==> src/sv/utl_pkg.sv <==
// Package for the UTF-8 text cursor layout unit.
// Holds widths, register indexes, byte codes, the event and config types and
// the coordinate saturation function. No dependencies.
`timescale 1ns / 1ps
`default_nettype none

package utl_pkg;

  localparam int COORD_BITS = 17;
  localparam int CALC_W     = ((COORD_BITS > 16) ? COORD_BITS : 16) + 3;
  localparam int CP_W       = 21;
  localparam int PEN_W      = 17;
  localparam int ACC_W      = 15;
  localparam int CFG_IDX_W  = 3;
  localparam int CFG_DATA_W = 16;

  localparam logic [CFG_IDX_W-1:0] REG_ORIGIN_X    = 3'd0;
  localparam logic [CFG_IDX_W-1:0] REG_ORIGIN_Y    = 3'd1;
  localparam logic [CFG_IDX_W-1:0] REG_BOX_WIDTH   = 3'd2;
  localparam logic [CFG_IDX_W-1:0] REG_BOX_HEIGHT  = 3'd3;
  localparam logic [CFG_IDX_W-1:0] REG_IMAGE_WIDTH = 3'd4;
  localparam logic [CFG_IDX_W-1:0] REG_FONT_SIZE   = 3'd5;
  localparam logic [CFG_IDX_W-1:0] REG_LINE_PITCH  = 3'd6;
  localparam logic [CFG_IDX_W-1:0] REG_WRAP_ENABLE = 3'd7;

  localparam logic [7:0] LEAD2_MASK = 8'he0;
  localparam logic [7:0] LEAD2_CODE = 8'hc0;
  localparam logic [7:0] LEAD3_MASK = 8'hf0;
  localparam logic [7:0] LEAD3_CODE = 8'he0;
  localparam logic [7:0] LEAD4_MASK = 8'hf8;
  localparam logic [7:0] LEAD4_CODE = 8'hf0;

  localparam logic [CP_W-1:0] NEWLINE_CP = 21'd10;
  localparam logic [CP_W-1:0] INVALID_CP = 21'd63;

  typedef logic signed [CALC_W-1:0]     calc_t;
  typedef logic signed [COORD_BITS-1:0] coord_t;

  localparam calc_t COORD_MAX = calc_t'((64'sd1 <<< (COORD_BITS - 1)) - 64'sd1);
  localparam calc_t COORD_MIN = calc_t'(-(64'sd1 <<< (COORD_BITS - 1)));

  typedef struct packed {
    logic            start;
    logic            stop;
    logic            cp_valid;
    logic [CP_W-1:0] cp;
  } utl_event_t;

  typedef struct packed {
    logic [15:0] origin_x;
    logic [15:0] origin_y;
    logic [14:0] box_width;
    logic [14:0] box_height;
    logic [14:0] image_width;
    logic [11:0] font_size;
    logic [12:0] line_pitch;
    logic        wrap_enable;
  } utl_cfg_t;

  function automatic coord_t sat_coord(calc_t v);
    coord_t r;
    if (v > COORD_MAX) begin
      r = COORD_MAX[COORD_BITS-1:0];
    end else if (v < COORD_MIN) begin
      r = COORD_MIN[COORD_BITS-1:0];
    end else begin
      r = v[COORD_BITS-1:0];
    end
    return r;
  endfunction

endpackage

`default_nettype wire

==> src/sv/utl_decode.sv <==
// Front end: UTF-8 byte decoder of the text cursor layout unit.
// Turns accepted bytes into layout events. Depends on utl_pkg.
`timescale 1ns / 1ps
`default_nettype none

module utl_decode
  import utl_pkg::*;
(
  input  wire logic       clk,
  input  wire logic       rst_n,
  input  wire logic       accept,
  input  wire logic [7:0] text_byte,
  input  wire logic       string_start,
  output utl_event_t      push_event,
  output logic            push
);

  logic [1:0]       pend_r, pend_nxt, pend0;
  logic [ACC_W-1:0] acc_r, acc_nxt, acc0;
  logic [CP_W-1:0]  cont_cp;
  utl_event_t       ev;

  always_comb begin
    pend0    = string_start ? 2'd0 : pend_r;
    acc0     = string_start ? '0 : acc_r;
    cont_cp  = {acc0, text_byte[5:0]};
    ev.start    = string_start;
    ev.stop     = 1'b0;
    ev.cp_valid = 1'b0;
    ev.cp       = cont_cp;
    pend_nxt = pend0;
    acc_nxt  = acc0;
    if (text_byte == 8'd0) begin
      ev.stop  = 1'b1;
      pend_nxt = 2'd0;
      acc_nxt  = '0;
    end else if (pend0 != 2'd0) begin
      pend_nxt = pend0 - 2'd1;
      acc_nxt  = cont_cp[ACC_W-1:0];
      if (pend0 == 2'd1) begin
        ev.cp_valid = 1'b1;
        acc_nxt     = '0;
      end
    end else if (!text_byte[7]) begin
      ev.cp_valid = 1'b1;
      ev.cp       = {{(CP_W-8){1'b0}}, text_byte};
    end else if ((text_byte & LEAD2_MASK) == LEAD2_CODE) begin
      acc_nxt  = {{(ACC_W-5){1'b0}}, text_byte[4:0]};
      pend_nxt = 2'd1;
    end else if ((text_byte & LEAD3_MASK) == LEAD3_CODE) begin
      acc_nxt  = {{(ACC_W-4){1'b0}}, text_byte[3:0]};
      pend_nxt = 2'd2;
    end else if ((text_byte & LEAD4_MASK) == LEAD4_CODE) begin
      acc_nxt  = {{(ACC_W-3){1'b0}}, text_byte[2:0]};
      pend_nxt = 2'd3;
    end else begin
      ev.cp_valid = 1'b1;
      ev.cp       = INVALID_CP;
    end
  end

  assign push_event = ev;
  assign push       = accept && (ev.start || ev.stop || ev.cp_valid);

  always_ff @(posedge clk) begin
    if (!rst_n) begin
      pend_r <= 2'd0;
      acc_r  <= '0;
    end else if (accept) begin
      pend_r <= pend_nxt;
      acc_r  <= acc_nxt;
    end
  end

endmodule

`default_nettype wire

==> src/sv/utl_queue.sv <==
// Two-entry event queue between decoder and layout engine.
// Depends on utl_pkg for the event type.
`timescale 1ns / 1ps
`default_nettype none

module utl_queue
  import utl_pkg::*;
(
  input  wire logic       clk,
  input  wire logic       rst_n,
  input  wire logic       push,
  input  wire utl_event_t push_event,
  output logic            full,
  input  wire logic       pop,
  output logic            head_valid,
  output utl_event_t      head_event
);

  utl_event_t entry_r [2];
  logic       wr_ptr_r, rd_ptr_r;
  logic [1:0] count_r;

  assign full       = (count_r == 2'd2);
  assign head_valid = (count_r != 2'd0);
  assign head_event = entry_r[rd_ptr_r];

  always_ff @(posedge clk) begin
    if (push) begin
      entry_r[wr_ptr_r] <= push_event;
    end
  end

  always_ff @(posedge clk) begin
    if (!rst_n) begin
      wr_ptr_r <= 1'b0;
      rd_ptr_r <= 1'b0;
      count_r  <= 2'd0;
    end else begin
      if (push) begin
        wr_ptr_r <= ~wr_ptr_r;
      end
      if (pop) begin
        rd_ptr_r <= ~rd_ptr_r;
      end
      if (push && !pop) begin
        count_r <= count_r + 2'd1;
      end else if (pop && !push) begin
        count_r <= count_r - 2'd1;
      end
    end
  end

endmodule

`default_nettype wire

==> src/sv/utl_layout.sv <==
// Back end: cursor, line wrap and column logic with the result register.
// Consumes queued events and places glyphs. Depends on utl_pkg.
`timescale 1ns / 1ps
`default_nettype none

module utl_layout
  import utl_pkg::*;
(
  input  wire logic              clk,
  input  wire logic              rst_n,
  input  wire utl_cfg_t          cfg,
  input  wire logic              head_valid,
  input  wire utl_event_t        head_event,
  output logic                   pop,
  output logic                   out_valid,
  input  wire logic              out_stall,
  output logic [CP_W-1:0]        out_code_point,
  output logic signed [PEN_W-1:0] out_pen_x,
  output logic signed [PEN_W-1:0] out_pen_y,
  output logic                   out_wide_glyph
);

  coord_t cursor_x_r, cursor_x_nxt, cursor_y_r, cursor_y_nxt;
  coord_t column_left_r, column_left_nxt;
  logic   halted_r, halted_nxt;

  logic                   out_valid_r;
  logic [CP_W-1:0]        cp_r;
  logic signed [PEN_W-1:0] pen_x_r, pen_y_r;
  logic                   wide_r;

  calc_t  ox, oy, bw, bh, iw, fs, pitch, adv, ylim;
  calc_t  cx0, cy0, cl0, pen_x, pen_y;
  coord_t sat_ox, sat_oy, y_step, ncl;
  logic   halt0, is_nl, wide, brk, ovf, col_halt, emit, back_ready;

  always_comb begin
    ox    = calc_t'($signed(cfg.origin_x));
    oy    = calc_t'($signed(cfg.origin_y));
    bw    = $signed(CALC_W'(cfg.box_width));
    bh    = $signed(CALC_W'(cfg.box_height));
    iw    = $signed(CALC_W'(cfg.image_width));
    fs    = $signed(CALC_W'(cfg.font_size));
    pitch = $signed(CALC_W'(cfg.line_pitch));
    ylim  = oy + bh - fs;
    sat_ox = sat_coord(ox);
    sat_oy = sat_coord(oy);

    if (head_event.start) begin
      cx0   = calc_t'(sat_ox);
      cl0   = calc_t'(sat_ox);
      cy0   = calc_t'(sat_oy);
      halt0 = 1'b0;
    end else begin
      cx0   = calc_t'(cursor_x_r);
      cl0   = calc_t'(column_left_r);
      cy0   = calc_t'(cursor_y_r);
      halt0 = halted_r;
    end

    is_nl    = (head_event.cp == NEWLINE_CP);
    wide     = |head_event.cp[CP_W-1:8];
    adv      = wide ? pitch : (pitch >>> 1);
    brk      = cfg.wrap_enable && (is_nl || (cx0 + fs > cl0 + bw));
    y_step   = sat_coord(cy0 + pitch);
    ovf      = calc_t'(y_step) > ylim;
    ncl      = sat_coord(cl0 + bw);
    col_halt = calc_t'(ncl) >= iw;

    cursor_x_nxt    = cx0[COORD_BITS-1:0];
    cursor_y_nxt    = cy0[COORD_BITS-1:0];
    column_left_nxt = cl0[COORD_BITS-1:0];
    halted_nxt      = halt0;
    emit            = 1'b0;
    pen_x           = cx0;
    pen_y           = cy0;

    if (head_event.stop) begin
      halted_nxt = 1'b1;
    end else if (head_event.cp_valid && !halt0) begin
      if (brk) begin
        cursor_y_nxt = y_step;
        if (ovf) begin
          column_left_nxt = ncl;
          cursor_y_nxt    = sat_oy;
        end
        if (ovf && col_halt) begin
          halted_nxt = 1'b1;
        end else begin
          cursor_x_nxt = column_left_nxt;
          pen_x        = calc_t'(column_left_nxt);
          pen_y        = calc_t'(cursor_y_nxt);
          if (!is_nl) begin
            emit         = 1'b1;
            cursor_x_nxt = sat_coord(pen_x + adv);
          end
        end
      end else if (!cfg.wrap_enable && is_nl) begin
        cursor_y_nxt = y_step;
        cursor_x_nxt = cl0[COORD_BITS-1:0];
      end else begin
        emit         = 1'b1;
        cursor_x_nxt = sat_coord(cx0 + adv);
      end
    end
  end

  assign back_ready = !out_valid_r || !out_stall;
  assign pop        = head_valid && back_ready;

  always_ff @(posedge clk) begin
    if (!rst_n) begin
      cursor_x_r    <= '0;
      cursor_y_r    <= '0;
      column_left_r <= '0;
      halted_r      <= 1'b1;
      out_valid_r   <= 1'b0;
    end else begin
      if (pop) begin
        cursor_x_r    <= cursor_x_nxt;
        cursor_y_r    <= cursor_y_nxt;
        column_left_r <= column_left_nxt;
        halted_r      <= halted_nxt;
      end
      if (pop && emit) begin
        out_valid_r <= 1'b1;
      end else if (!out_stall) begin
        out_valid_r <= 1'b0;
      end
    end
  end

  always_ff @(posedge clk) begin
    if (pop && emit) begin
      cp_r    <= head_event.cp;
      pen_x_r <= pen_x[PEN_W-1:0];
      pen_y_r <= pen_y[PEN_W-1:0];
      wide_r  <= wide;
    end
  end

  assign out_valid      = out_valid_r;
  assign out_code_point = cp_r;
  assign out_pen_x      = pen_x_r;
  assign out_pen_y      = pen_y_r;
  assign out_wide_glyph = wide_r;

endmodule

`default_nettype wire

==> src/sv/utf8_text_cursor_layout_unit.sv <==
// Top level of the UTF-8 text cursor layout unit: config registers, decoder,
// event queue and layout engine. Depends on utl_pkg and the utl_* modules.
//
//   channel  direction  handshake              payload
//   in_      input      in_valid / in_stall    in_text_byte, in_string_start
//   out_     output     out_valid / out_stall  out_code_point, out_pen_x,
//                                              out_pen_y, out_wide_glyph
//   cfg_     input      cfg_wr_en              cfg_index, cfg_wdata
//
// One byte per cycle sustained while out_stall is low; a placement is held in
// the queue entry, then in the result register, after its last byte is accepted.
// The layout engine's cursor update sets the rate.
// Reset is synchronous; no clearing pass. in_stall rises only when the
// two-entry queue is full, so a stalled output holds the input after two items.
`timescale 1ns / 1ps
`default_nettype none

module utf8_text_cursor_layout_unit
  import utl_pkg::*;
(
  input  wire logic                   clk,
  input  wire logic                   rst_n,
  input  wire logic                   in_valid,
  output logic                        in_stall,
  input  wire logic [7:0]             in_text_byte,
  input  wire logic                   in_string_start,
  output logic                        out_valid,
  input  wire logic                   out_stall,
  output logic [CP_W-1:0]             out_code_point,
  output logic signed [PEN_W-1:0]     out_pen_x,
  output logic signed [PEN_W-1:0]     out_pen_y,
  output logic                        out_wide_glyph,
  input  wire logic                   cfg_wr_en,
  input  wire logic [CFG_IDX_W-1:0]   cfg_index,
  input  wire logic [CFG_DATA_W-1:0]  cfg_wdata
);

  utl_cfg_t   cfg_r;
  utl_event_t push_event, head_event;
  logic       accept, push, full, pop, head_valid;

  always_ff @(posedge clk) begin
    if (!rst_n) begin
      cfg_r.origin_x    <= '0;
      cfg_r.origin_y    <= '0;
      cfg_r.box_width   <= '0;
      cfg_r.box_height  <= '0;
      cfg_r.image_width <= '0;
      cfg_r.font_size   <= 12'd12;
      cfg_r.line_pitch  <= 13'd12;
      cfg_r.wrap_enable <= 1'b1;
    end else if (cfg_wr_en) begin
      case (cfg_index)
        REG_ORIGIN_X:    cfg_r.origin_x    <= cfg_wdata;
        REG_ORIGIN_Y:    cfg_r.origin_y    <= cfg_wdata;
        REG_BOX_WIDTH:   cfg_r.box_width   <= cfg_wdata[14:0];
        REG_BOX_HEIGHT:  cfg_r.box_height  <= cfg_wdata[14:0];
        REG_IMAGE_WIDTH: cfg_r.image_width <= cfg_wdata[14:0];
        REG_FONT_SIZE:   cfg_r.font_size   <= cfg_wdata[11:0];
        REG_LINE_PITCH:  cfg_r.line_pitch  <= cfg_wdata[12:0];
        REG_WRAP_ENABLE: cfg_r.wrap_enable <= cfg_wdata[0];
        default: ;
      endcase
    end
  end

  assign in_stall = full;
  assign accept   = in_valid && !full;

  utl_decode u_decode (
    .clk          (clk),
    .rst_n        (rst_n),
    .accept       (accept),
    .text_byte    (in_text_byte),
    .string_start (in_string_start),
    .push_event   (push_event),
    .push         (push)
  );

  utl_queue u_queue (
    .clk        (clk),
    .rst_n      (rst_n),
    .push       (push),
    .push_event (push_event),
    .full       (full),
    .pop        (pop),
    .head_valid (head_valid),
    .head_event (head_event)
  );

  utl_layout u_layout (
    .clk            (clk),
    .rst_n          (rst_n),
    .cfg            (cfg_r),
    .head_valid     (head_valid),
    .head_event     (head_event),
    .pop            (pop),
    .out_valid      (out_valid),
    .out_stall      (out_stall),
    .out_code_point (out_code_point),
    .out_pen_x      (out_pen_x),
    .out_pen_y      (out_pen_y),
    .out_wide_glyph (out_wide_glyph)
  );

endmodule

`default_nettype wire

==> config.mk <==
export PLATFORM = sky130hd
export DESIGN_NAME = utf8_text_cursor_layout_unit
export DESIGN_NICKNAME = d
export VERILOG_FILES = /design/src/sv/utl_pkg.sv /design/src/sv/utl_decode.sv /design/src/sv/utl_queue.sv /design/src/sv/utl_layout.sv /design/src/sv/utf8_text_cursor_layout_unit.sv
export SDC_FILE = /design/constraint.sdc
export NUM_CORES = 1
export LEC_CHECK = 0
export BUFFER_PORTS_ARGS = -buffer_cell sky130_fd_sc_hd__buf_2
export CORE_MARGIN = 1.5
export CORE_UTILIZATION = 25
export CTS_CLUSTER_SIZE = 10
export DETAILED_ROUTE_END_ITERATION = 8
export GPL_TIMING_DRIVEN = 0
export SLEW_MARGIN = 20
export SYNTH_ARGS = -nofsm -noshare
export SYNTH_HDL_FRONTEND = slang
export SYNTH_HIERARCHICAL = 1
export SYNTH_SLANG_ARGS = --single-unit
==> constraint.sdc <==
create_clock -name clk -period 12.6 [get_ports clk]
set_clock_uncertainty 0.2 [all_clocks]
set_input_delay 3.78 -clock clk [delete_from_list [all_inputs] [get_ports clk]]
set_output_delay 3.78 -clock clk [all_outputs]
set_load 0.01 [all_outputs]
======== Word-level counts from Yosys, hierarchy flattened ========
Memories as Yosys holds them, arrays and structs flattened. A register that Yosys moved wholly into a read port is not among the register bits.
Index checks and enable logic that the tools add are counted.
storage, ports and cells
  flip-flop bits (word level) ............. 233
  latch bits .............................. 0
  bits in writable memories ............... 48
  ROM bits ................................ 0
  bits of input ports ..................... 33
  logic and storage cells ................. 184
  memories ................................ 1
memories
  name             words  width  rd ports  clocked after Yosys merged registers in  wr ports  RTL line         source
  u_queue.entry_r  2      24     1         1                                        1         utl_queue.sv:19  utl_event_t entry_r [2];
operators by class
  add/subtract/negate cells ............... 10
  multipliers ............................. 0
  div/mod/pow operators ................... 0
  $lt $le $gt $ge ......................... 15
  equality and inequality tests ........... 14
  shifts and indexed selects .............. 0
  multiplexer cells ....................... 85
  bitwise gates (word level) .............. 2
  reduce and logical (&&, ||, !) cells .... 35
operators by type and width
  operator                                                                           count
  17-bit two-way mux                                                                 38
  15-bit two-way mux                                                                 8
  22-bit two-way mux                                                                 5
  20-bit by 17-bit greater-than comparator with 1-bit output, second input constant  4
  20-bit by 17-bit less-than comparator with 1-bit output, second input constant     4
  20-bit two-way mux                                                                 3
  20-bit by 14-bit adder with 20-bit output                                          2
  16-bit by 17-bit greater-than comparator with 1-bit output, second input constant  2
  16-bit by 17-bit less-than comparator with 1-bit output, second input constant     2
  21-bit by 4-bit equality test with 1-bit output, second input constant             1
  21-bit two-way mux                                                                 1
  20-bit by 13-bit adder with 20-bit output                                          1
  20-bit by 16-bit adder with 20-bit output                                          1
  17-bit by 20-bit greater-than comparator with 1-bit output                         1
  20-bit greater-than comparator                                                     1
  1-bit two-way mux                                                                  20
  20-bit by 13-bit subtractor with 20-bit output                                     1
  17-bit by 14-bit adder with 18-bit output                                          1
  2-bit two-way mux                                                                  9
  16-bit by 16-bit adder with 17-bit output                                          1
  17-bit by 16-bit >= comparator with 1-bit output                                   1
  2-bit AND reduction                                                                8
  3-bit equality test, second input constant                                         5
  13-bit two-way mux                                                                 1
  17 further kinds                                                                   40

======== Longest topological paths before layout ========
Gate-level depths: netlist (run 1).
  depth after elaboration ................. 22
  gate-level depth with buffers ........... 45
  mapped depth without buffers ............ 40

======== By module ========
The synthesis (run 1) kept the hierarchy.
by module, submodules not included
  module                        instances  cells an instance  area each (µm²)
  utl_layout                    1          1668               12657.1
  utf8_text_cursor_layout_unit  1          367                3817.4
  utl_queue                     1          97                 1953.1
  utl_decode                    1          123                1077.3

======== Worst setup path after synthesis (run 1) ========
OpenSTA, ideal clock, no wires.
  path kind ............................... reg2reg
  start ................................... register with a tool-made name
  end ..................................... register u_layout.cursor_x_r[10]
  setup time .............................. 0.117 ns
  arrival time ............................ 8.791 ns
  slack ................................... 3.492 ns
  stages on the path, launching flop included .. 40
  buffers on the path ..................... 9
  period minus slack after synthesis ...... 9.108 ns
  cells stage by stage .................... dfxtp_1 buf_2 mux2_2 buf_4 clkbuf_1 clkbuf_1 buf_1 buf_1 nand2_1 o21ai_0 inv_1 ha_1 a21o_1 a21oi_1 o21a_1 o31ai_1 a31oi_1 a211oi_1 [4 not listed] and4_1 or2_2 clkbuf_1 nor2_1 clkbuf_1 buf_1 nor2_1 a31oi_1 ha_1 a21oi_1 nand2_1 maj3_2 a311o_1 o211ai_2 mux2i_1 and2_1 or4_1 a22o_1
RTL lines
  what                    RTL line           source
  end signal: assignment  utl_layout.sv:120  cursor_x_r <= cursor_x_nxt;
  end: declaration        utl_layout.sv:23   coord_t cursor_x_r, cursor_x_nxt, cursor_y_r, cursor_y_nxt;

==> results of run 1 <==
[power by group through the flow]
stage	logic (uW)	clock network, uW	registers [uW]
floorplan	1720	0	1210
global placement	2630	0	1210
finish	2790	983	1190
CTS	2660	1000	1190
detailed placement	2640	0	1210
global route	2980	1040	1200
[layout make-up]
class                      instances  area, sq um  area share
antenna                            1        2.502   0.0001117
clock buffer                      53         1049     0.04679
buffer                           109        506.7     0.02261
inverter                         154        578.1     0.02580
multi-input combinational       1708        11770      0.5252
tap                             1040         1301     0.05807
clock inverter                     6        41.29    0.001843
timing repair buffer              86        475.5     0.02122
sequential                       282         6686      0.2984
[critical path, delay by kind of cell, from the launching register on]
| family | cells | cell delay (ns) |
|---|---|---|
| adder cells (fa/ha/maj) | 4 | 1.45 |
| flip-flops | 1 | 0.29 |
| multiplexers | 2 | 0.33 |
| AND/OR/NAND/NOR | 10 | 2.19 |
| AO/OA/AOI/OAI | 14 | 4.26 |
| buffers and inverters | 10 | 3.34 |
[sequential cells by signal, summed over array words and instances, names as in the netlist, 2 cells and up, named ones only]
signal	cells
u_layout/cursor_x_r	17
u_layout/column_left_r	17
u_queue/entry_r	48
u_decode/acc_r	15
u_queue/count_r	2
cfg_r	103
u_decode/pend_r	2
u_layout/out_pen_x	17
u_layout/out_pen_y	17
u_layout/cursor_y_r	17
u_layout/out_code_point	21
[Yosys cell counts (27+ instances only)]
| master | count | area [sq um] |
|---|---|---|
| a31oi_1 | 28 | 175.2 |
| nor3_1 | 30 | 150.1 |
| o22ai_1 | 27 | 168.9 |
| xnor2_1 | 53 | 464.2 |
| o211ai_1 | 33 | 247.7 |
| nand3_1 | 46 | 230.2 |
| a21o_1 | 33 | 247.7 |
| edfxtp_1 | 104 | 3123 |
| dfxtp_1 | 178 | 3563 |
| o21ai_0 | 155 | 775.7 |
| nor2_1 | 121 | 454.2 |
| inv_1 | 152 | 570.6 |
| a21oi_1 | 129 | 645.6 |
| nand2_1 | 335 | 1257 |
| clkbuf_1 | 75 | 281.5 |
| ha_1 | 143 | 1789 |
| mux2i_1 | 114 | 1141 |
[cell usage in the layout (no fill, tap or decap), drive strengths merged, types with 30 or more instances in the layout]
cell / instances
xnor2: 53
o211ai: 34
nor2: 123
ha: 143
o21ai: 162
nor3: 30
a21oi: 130
inv: 155
nand3: 46
buf: 120
nand2: 335
clkbuf: 128
edfxtp: 104
dfxtp: 178
mux2i: 115
a21o: 33
[worst max path at each step]
stage / end / slack (ns) / cells past startpoint
detailed placement: u_layout/cursor_x_r[13]$_SDFFE_PN0P_ / -0.31 / 40
floorplan: u_layout/cursor_x_r[10]$_SDFFE_PN0P_ / 3.49 / 39
finish: u_layout/cursor_x_r[13]$_SDFFE_PN0P_ / 0.33 / 40
global route: u_layout/cursor_x_r[13]$_SDFFE_PN0P_ / 0.02 / 41
global placement: u_layout/cursor_x_r[13]$_SDFFE_PN0P_ / -0.52 / 40
CTS: u_layout/cursor_x_r[9]$_SDFFE_PN0P_ / 0.19 / 42
[logic make-up (layout without fill, tap and decap cells)]
logic type	count (synthesis)	after routing
multiplexers	142	142
XOR/XNOR	78	78
buffers and inverters	265	408
AO/OA/AOI/OAI	642	642
AND/OR/NAND/NOR	685	685
other	0	1
flip-flops	282	282
adder cells (fa/ha/maj)	161	161
[per-layer routing]
layer / part of all wire / wire length (microns)
met1: 0.44 / 31910
met2: 0.42 / 30590
met3: 0.093 / 6734
met4: 0.040 / 2887
met5: 0.00096 / 69
[stage by stage]
| stage | setup TNS [ns] | worst slack (ns) | total power (uW) | util | cell area (sq um) |
|---|---|---|---|---|---|
| 2_1_floorplan | 0 | 3.492 | 2937 | - | 19510 |
| 3_3_place_gp | -14.52 | -0.5175 | 3843 | 0.2745 | 21230 |
| 3_5_place_dp | -1.339 | -0.3125 | 3852 | 0.2754 | 21300 |
| 4_1_cts | 0 | 0.1890 | 4858 | 0.2895 | 22390 |
| 5_1_grt | 0 | 0.01836 | 5216 | 0.2897 | 22410 |
| 6_report | 0 | 0.3342 | 4964 | 0.2897 | 22410 |
==> out/qor.txt, run 1 <==
STATUS
--------------------------------------------------------------------------------------------------
Result of the run ...................................................................    completed

STA
--------------------------------------------------------------------------------------------------
Maximum frequency from static timing analysis .......................................    81.53 MHz
Setup repair after global routing missed its margin .................................           no
Post-layout minimum cycle time ......................................................     12.27 ns
Minimum hold slack ..................................................................    0.2346 ns
Transition time of the tightest slew-check pin ......................................     1.020 ns
Share of the clock period used by the worst path after layout .......................       0.9735
Max-slew headroom ...................................................................       0.3175
Slew Limit Fails ....................................................................            0
Final Hold Violating Endpoints ......................................................            0
Setup Viol. Count Final .............................................................            0

GLOBAL ROUTING
--------------------------------------------------------------------------------------------------
Overall track demand over capacity in global routing ................................       0.1777
Pin count of the biggest net entering global routing ................................           40
Initial antenna violation count .....................................................           10
Most utilized layer in the global route result ......................................         met2
Met3 Usage GRT ......................................................................      0.04113
GR Util met1 ........................................................................       0.2433
Vias in the first global route ......................................................        16730
First-pass GRT wire length ..........................................................     106.2 mm
Met2 track demand over resource .....................................................       0.2696
Remaining Overflow, GRT .............................................................            0

CLOCK NETWORK
--------------------------------------------------------------------------------------------------
Clock transition time at the flip-flop clock pins of the worst setup and hold paths .      0.06 ns
Level count of the clock H-tree .....................................................            2
TritonCTS clock tree ................................................................          yes
Post_cts resized ....................................................................            3
Maximum buffer depth of the clock tree ..............................................            3
CTS hold repair buffers .............................................................            0
TritonCTS buffer count ..............................................................           36
Setup repair bufs after CTS .........................................................            0
Buffer type at the clock tree root ..................................................    clkbuf_16
Insertion delay of the later-clocked pin in the worst-skew pair .....................      0.57 ns
Sinks on Clock Net ..................................................................          282

SYNTH
--------------------------------------------------------------------------------------------------
Portion of the post-synthesis area used by sequential elements ......................       0.3428
Combinational family with the most area after synthesis ............................. compound AO/OA/AOI/OAI gates
Post-Synth Adder-Cell Area ..........................................................       0.1098
Syn_nets ............................................................................         2448
Cells after Synth ...................................................................         2255
Xor/xnor share of the synthesized area ..............................................      0.03502
Number of synthesized flops with an enable pin ......................................          104
Post-synth top flop .................................................................      dfxtp_1
Fraction of registers with async set/reset ..........................................            0
Share of cell area taken by muxes after synthesis ...................................      0.07563
Share of synthesized cell area in and, or, nand and nor gates .......................       0.1612
Summed instance area of the synthesized netlist .....................................  19500 sq um
Flops & latches, synth ..............................................................          282
Number of warnings issued by yosys ..................................................            6
Netlist cell types ..................................................................           96
Syn Area/Cell .......................................................................  8.650 sq um
Area fraction in compound gates after synthesis .....................................       0.2200

HOLD PATH
--------------------------------------------------------------------------------------------------
Origin of the worst min-delay path .................................................. u_layout/cursor_y_r[7]$_SDFFE_PN0P_
Hold WC Path Type ...................................................................      reg2reg
Hold Crit Endpoint .................................................................. u_layout/cursor_y_r[7]$_SDFFE_PN0P_
Depth of the worst hold-timing path .................................................            2

ROUTE
--------------------------------------------------------------------------------------------------
Number of DRC violations after detailed-routing iteration 0 .........................         2090
Router iterations before antenna repair .............................................            6
Routed length per instance .......................................................... 20.99 microns
Routed vias .........................................................................        17940
Overall routed net length ...........................................................     72.19 mm
Vias per Instance ...................................................................        5.218
Number of routed nets with antenna violations .......................................            0
Number of remaining DRC errors ......................................................            0

DIE
--------------------------------------------------------------------------------------------------
Height of the die ................................................................... 282.3 microns
Std cell rows .......................................................................          102
Core ar. ............................................................................  77340 sq um
Die Outline Area ....................................................................  79700 sq um
Initial cell density of the core ....................................................       0.2522
Count of boundary I/O pins ..........................................................           91
Chip Width .......................................................................... 282.3 microns

POWER
--------------------------------------------------------------------------------------------------
Worst IR drop on VDD ................................................................     89.97 uV
Power spent charging and discharging nets ...........................................      2392 uW
PwrDens ............................................................................. 221.5 nW/um^2
Flop pwr share ......................................................................        0.240
Portion of total power attributed to the clock network ..............................        0.198
Switching power share of the total ..................................................       0.4820
Total leakage power .................................................................  0.009446 uW
Design internal power ...............................................................      2571 uW
Part of the power in combinational logic ............................................        0.562

WORST SETUP PATH
--------------------------------------------------------------------------------------------------
Crit Path Category ..................................................................      reg2reg
Worst setup SP type .................................................................         flop
Critical path fanouts, max ..........................................................           10
Worst-case register-to-register setup slack .........................................      0.33 ns
Crit end category ...................................................................         flop
Reg-to-reg critical path endpoint ................................................... u_layout/cursor_x_r[13]$_SDFFE_PN0P_
Largest stage delay on the critical path ............................................      0.70 ns
Number of cells on the worst reg-to-reg path ........................................           40
CP max stage cell ...................................................................       and3_1
CP arrival ..........................................................................     12.48 ns
Required @ worst endpoint ...........................................................     12.81 ns

CELLS AND AREA
--------------------------------------------------------------------------------------------------
Signed area change from the synthesized netlist to the final layout .................       14.88%
Layout cell share with drive strength beyond 1 ......................................       0.1013
Final layout net count ..............................................................         2570
Non-filler instance count after layout ..............................................         3439
# fillers ...........................................................................         8324

PLACE
--------------------------------------------------------------------------------------------------
Placed insts ........................................................................         3381
Routability-driven placement congestion ratio .......................................        1.056
Number of port buffers ..............................................................           84
DP Wirelength .......................................................................     56.55 mm

JOB
--------------------------------------------------------------------------------------------------
Max-cap violation count .............................................................            0

(Power assumes the default switching activity.)
==> run 2: changes to the inputs <==
--- a/config.mk
+++ b/config.mk
@@ -6,11 +6,13 @@
 export NUM_CORES = 1
 export LEC_CHECK = 0
 export BUFFER_PORTS_ARGS = -buffer_cell sky130_fd_sc_hd__buf_2
+export CORE_ASPECT_RATIO = 2
 export CORE_MARGIN = 1.5
 export CORE_UTILIZATION = 25
 export CTS_CLUSTER_SIZE = 10
 export DETAILED_ROUTE_END_ITERATION = 8
 export GPL_TIMING_DRIVEN = 0
+export MAX_ROUTING_LAYER = met4
 export SLEW_MARGIN = 20
 export SYNTH_ARGS = -nofsm -noshare
 export SYNTH_HDL_FRONTEND = slang
==> out/qor.txt, run 2 (same netlist as run 1, synthesis figures left out) <==
STA
--------------------------------------------------------------------------------------------------
Post-layout minimum cycle time ......................................................     12.26 ns   was 12.27 ns
Minimum hold slack ..................................................................    0.2425 ns   was 0.2346 ns
Max-slew headroom ...................................................................       0.1935   was 0.3175
Maximum frequency from static timing analysis .......................................    81.57 MHz   was 81.53 MHz
Setup Viol. Count Final .............................................................            0   unchanged
Transition time of the tightest slew-check pin ......................................     1.210 ns   was 1.020 ns
Slew Limit Fails ....................................................................            0   unchanged
Final Hold Violating Endpoints ......................................................            0   unchanged
Share of the clock period used by the worst path after layout .......................       0.9730   was 0.9735
Setup repair after global routing missed its margin .................................          yes   was no

CELLS AND AREA
--------------------------------------------------------------------------------------------------
Signed area change from the synthesized netlist to the final layout .................       15.05%   was 14.88%
Reg with most FFs ...................................................................        cfg_r   unchanged
Leading cell type in the layout, fill and taps excluded .............................      nand2_1   unchanged
Non-filler instance count after layout ..............................................         3423   was 3439
Layout cell share with drive strength beyond 1 ......................................       0.1080   was 0.1013
Most used cells in the layout excluding fill and tap cells .......................... nand2_1, dfxtp_1, inv_1   was nand2_1, dfxtp_1, o21ai_0
Core utilization of the finished layout .............................................       0.2910   was 0.2897
Max reg flops .......................................................................          103   unchanged
Final layout net count ..............................................................         2571   was 2570

POWER
--------------------------------------------------------------------------------------------------
Total leakage power .................................................................  0.009462 uW   was 0.009446 uW
PwrDens ............................................................................. 238.2 nW/um^2   was 221.5 nW/um^2
Worst IR drop on VDD ................................................................     125.4 uV   was 89.97 uV

GLOBAL ROUTING
--------------------------------------------------------------------------------------------------
First-pass GRT wire length ..........................................................     134.0 mm   was 106.2 mm
Pin count of the biggest net entering global routing ................................           30   was 40
Initial antenna violation count .....................................................            3   was 10
Remaining Overflow, GRT .............................................................            0   unchanged
Overall track demand over capacity in global routing ................................       0.2445   was 0.1777
Vias in the first global route ......................................................        18740   was 16730

ROUTE
--------------------------------------------------------------------------------------------------
Routed length per instance .......................................................... 28.11 microns   was 20.99 microns
Detailed route wirelength on metal2 .................................................     49.41 mm   was 30.59 mm
Number of routed nets with antenna violations .......................................            0   unchanged
Met1 routed wirelength after detailed routing .......................................     29.51 mm   was 31.91 mm
Vias per Instance ...................................................................        5.486   was 5.218
Number of remaining DRC errors ......................................................            0   unchanged
Routed wl met3 ......................................................................     5.413 mm   was 6.734 mm
Router iterations before antenna repair .............................................            6   unchanged
Overall routed net length ...........................................................     96.21 mm   was 72.19 mm
Number of DRC violations after detailed-routing iteration 0 .........................         1251   was 2090
Routed vias .........................................................................        18780   was 17940
Highest routing layer actually used .................................................         met4   was met5

CLOCK NETWORK
--------------------------------------------------------------------------------------------------
TritonCTS clock tree ................................................................          yes   unchanged
Insertion delay of the later-clocked pin in the worst-skew pair .....................      0.57 ns   about the same
CTS hold repair buffers .............................................................            0   unchanged
Maximum buffer depth of the clock tree ..............................................            3   unchanged
Level count of the clock H-tree .....................................................            2   unchanged
TritonCTS buffer count ..............................................................           36   unchanged
Buffer type at the clock tree root ..................................................    clkbuf_16   unchanged
Setup repair bufs after CTS .........................................................            0   unchanged
Sinks on Clock Net ..................................................................          282   unchanged
Clock transition time at the flip-flop clock pins of the worst setup and hold paths .      0.06 ns   about the same

WORST SETUP PATH
--------------------------------------------------------------------------------------------------
Total stage count of the critical path ..............................................           32   was 40
Reg-to-reg critical path endpoint ................................................... u_layout/out_pen_x[1]$_DFFE_PP_   was u_layout/cursor_x_r[13]$_SDFFE_PN0P_
Capture point of the critical path .................................................. u_layout/out_pen_x[1]$_DFFE_PP_   was u_layout/cursor_x_r[13]$_SDFFE_PN0P_
Critical path fanouts, max ..........................................................           10   unchanged
Worst-case register-to-register setup slack .........................................      0.34 ns   was 0.33 ns
Crit end category ...................................................................         flop   unchanged
Number of cells on the worst reg-to-reg path ........................................           32   was 40
Kind of cell with the highest combined delay on the critical path ................... compound AO/OA/AOI/OAI gates   unchanged
Crit Path Category ..................................................................      reg2reg   unchanged
Crit path buf inv count .............................................................            4   was 10
Worst setup path startpoint ......................................................... cfg_r[88]$_SDFFE_PN0P_
Start of the worst register-to-register path ........................................ cfg_r[88]$_SDFFE_PN0P_
Worst setup SP type .................................................................         flop   unchanged
CP arrival ..........................................................................     12.26 ns   was 12.48 ns
Largest stage delay on the critical path ............................................      0.72 ns   was 0.70 ns
Required @ worst endpoint ...........................................................     12.60 ns   was 12.81 ns
CP max stage cell ...................................................................      o21ai_0   was and3_1

DIE
--------------------------------------------------------------------------------------------------
Count of boundary I/O pins ..........................................................           91   unchanged
Die Outline Area ....................................................................  79810 sq um   was 79700 sq um
Std cell rows .......................................................................          144   was 102
Height of the die ................................................................... 398.0 microns   was 282.3 microns
Core ar. ............................................................................  77110 sq um   was 77340 sq um
Chip Width .......................................................................... 200.5 microns   was 282.3 microns
Initial cell density of the core ....................................................       0.2529   was 0.2522

PLACE
--------------------------------------------------------------------------------------------------
Routability-driven placement congestion ratio .......................................        1.048   was 1.056
DP Wirelength .......................................................................     74.20 mm   was 56.55 mm
Placed insts ........................................................................         3363   was 3381
Number of port buffers ..............................................................           84   unchanged

JOB
--------------------------------------------------------------------------------------------------
Max-cap violation count .............................................................            0   unchanged

HOLD PATH
--------------------------------------------------------------------------------------------------
Hold WC Path Type ...................................................................      reg2reg   unchanged

STATUS
--------------------------------------------------------------------------------------------------
Result of the run ...................................................................    completed   unchanged

==> run 2: worst min path at each step <==
| stage | end | startpoint | slack (ns) | cells past startpoint |
|---|---|---|---|---|
| 2_1_floorplan | u_layout/cursor_y_r[5]$_SDFFE_PN0P_ | u_layout/cursor_y_r[5]$_SDFFE_PN0P_ | 0.21 | 2 |
| 3_3_place_gp | u_layout/cursor_y_r[7]$_SDFFE_PN0P_ | u_layout/cursor_y_r[7]$_SDFFE_PN0P_ | 0.23 | 2 |
| 3_5_place_dp | u_layout/cursor_y_r[7]$_SDFFE_PN0P_ | u_layout/cursor_y_r[7]$_SDFFE_PN0P_ | 0.24 | 2 |
| 4_1_cts | u_layout/cursor_y_r[5]$_SDFFE_PN0P_ | u_layout/cursor_y_r[5]$_SDFFE_PN0P_ | 0.25 | 2 |
| 5_1_grt | u_layout/cursor_y_r[5]$_SDFFE_PN0P_ | u_layout/cursor_y_r[5]$_SDFFE_PN0P_ | 0.27 | 2 |
| 6_report | u_layout/cursor_y_r[5]$_SDFFE_PN0P_ | u_layout/cursor_y_r[5]$_SDFFE_PN0P_ | 0.24 | 2 |
==> run 2: repair_timing <==
| action | 4_1_cts | 5_1_grt |
|---|---|---|
| pin swaps | 0 | 0 |
| resized for setup | 9 | 17 |
| hold endpoints to repair | 0 | 0 |
| endpoints found under the setup margin | 17 | 21 |
==> run 2: routing by layer <==
| layer | track usage | vias up |
|---|---|---|
| met4 | 0.2444 | 0 |
| met2 | 0.4430 | 860 |
| met5 | - | - |
| li1 | - | 8416 |
| met3 | 0.04353 | 424 |
| met1 | 0.2070 | 9077 |
==> run 2: layout make-up <==
| cell class | count | area [sq um] |
|---|---|---|
| fillers | 8491 | 54670 |
| multi-input cells | 1708 | 11840 |
| flip-flops and latches | 282 | 6686 |
| well taps | 1022 | 1279 |
| clock buffers | 53 | 1027 |
| inverters | 154 | 578.1 |
| plain buffers | 110 | 515.5 |
| repair buffers | 86 | 467.9 |
| clock inverters | 6 | 38.79 |
| diodes | 2 | 5.005 |
==> run 2: stage by stage <==
step | area, sq um | setup TNS, ns | worst slack [ns] | total power [uW]
after global routing | 22440 | -0.02970 | -0.02970 | 5542
final | 22440 | 0 | 0.3404 | 5345
after floorplan | 19510 | 0 | 3.492 | 2937
after detailed placement | 21270 | -15.56 | -1.376 | 4146
after global placement | 21200 | -65.18 | -1.437 | 4141
after CTS | 22360 | 0 | 0.1338 | 5154
==> run 2: worst min-delay path: stages (launching register included) <==
cell	delay, ns
dfxtp_1	0.31
nand2_1	0.05
nand2_1	0.04
==> run 2: power breakdown <==
group          total [uW]  switching, uW  internal, uW
logic                3150           2260           890
registers            1210           84.7          1120
clock network         989            426           563
total                5350           2770          2580
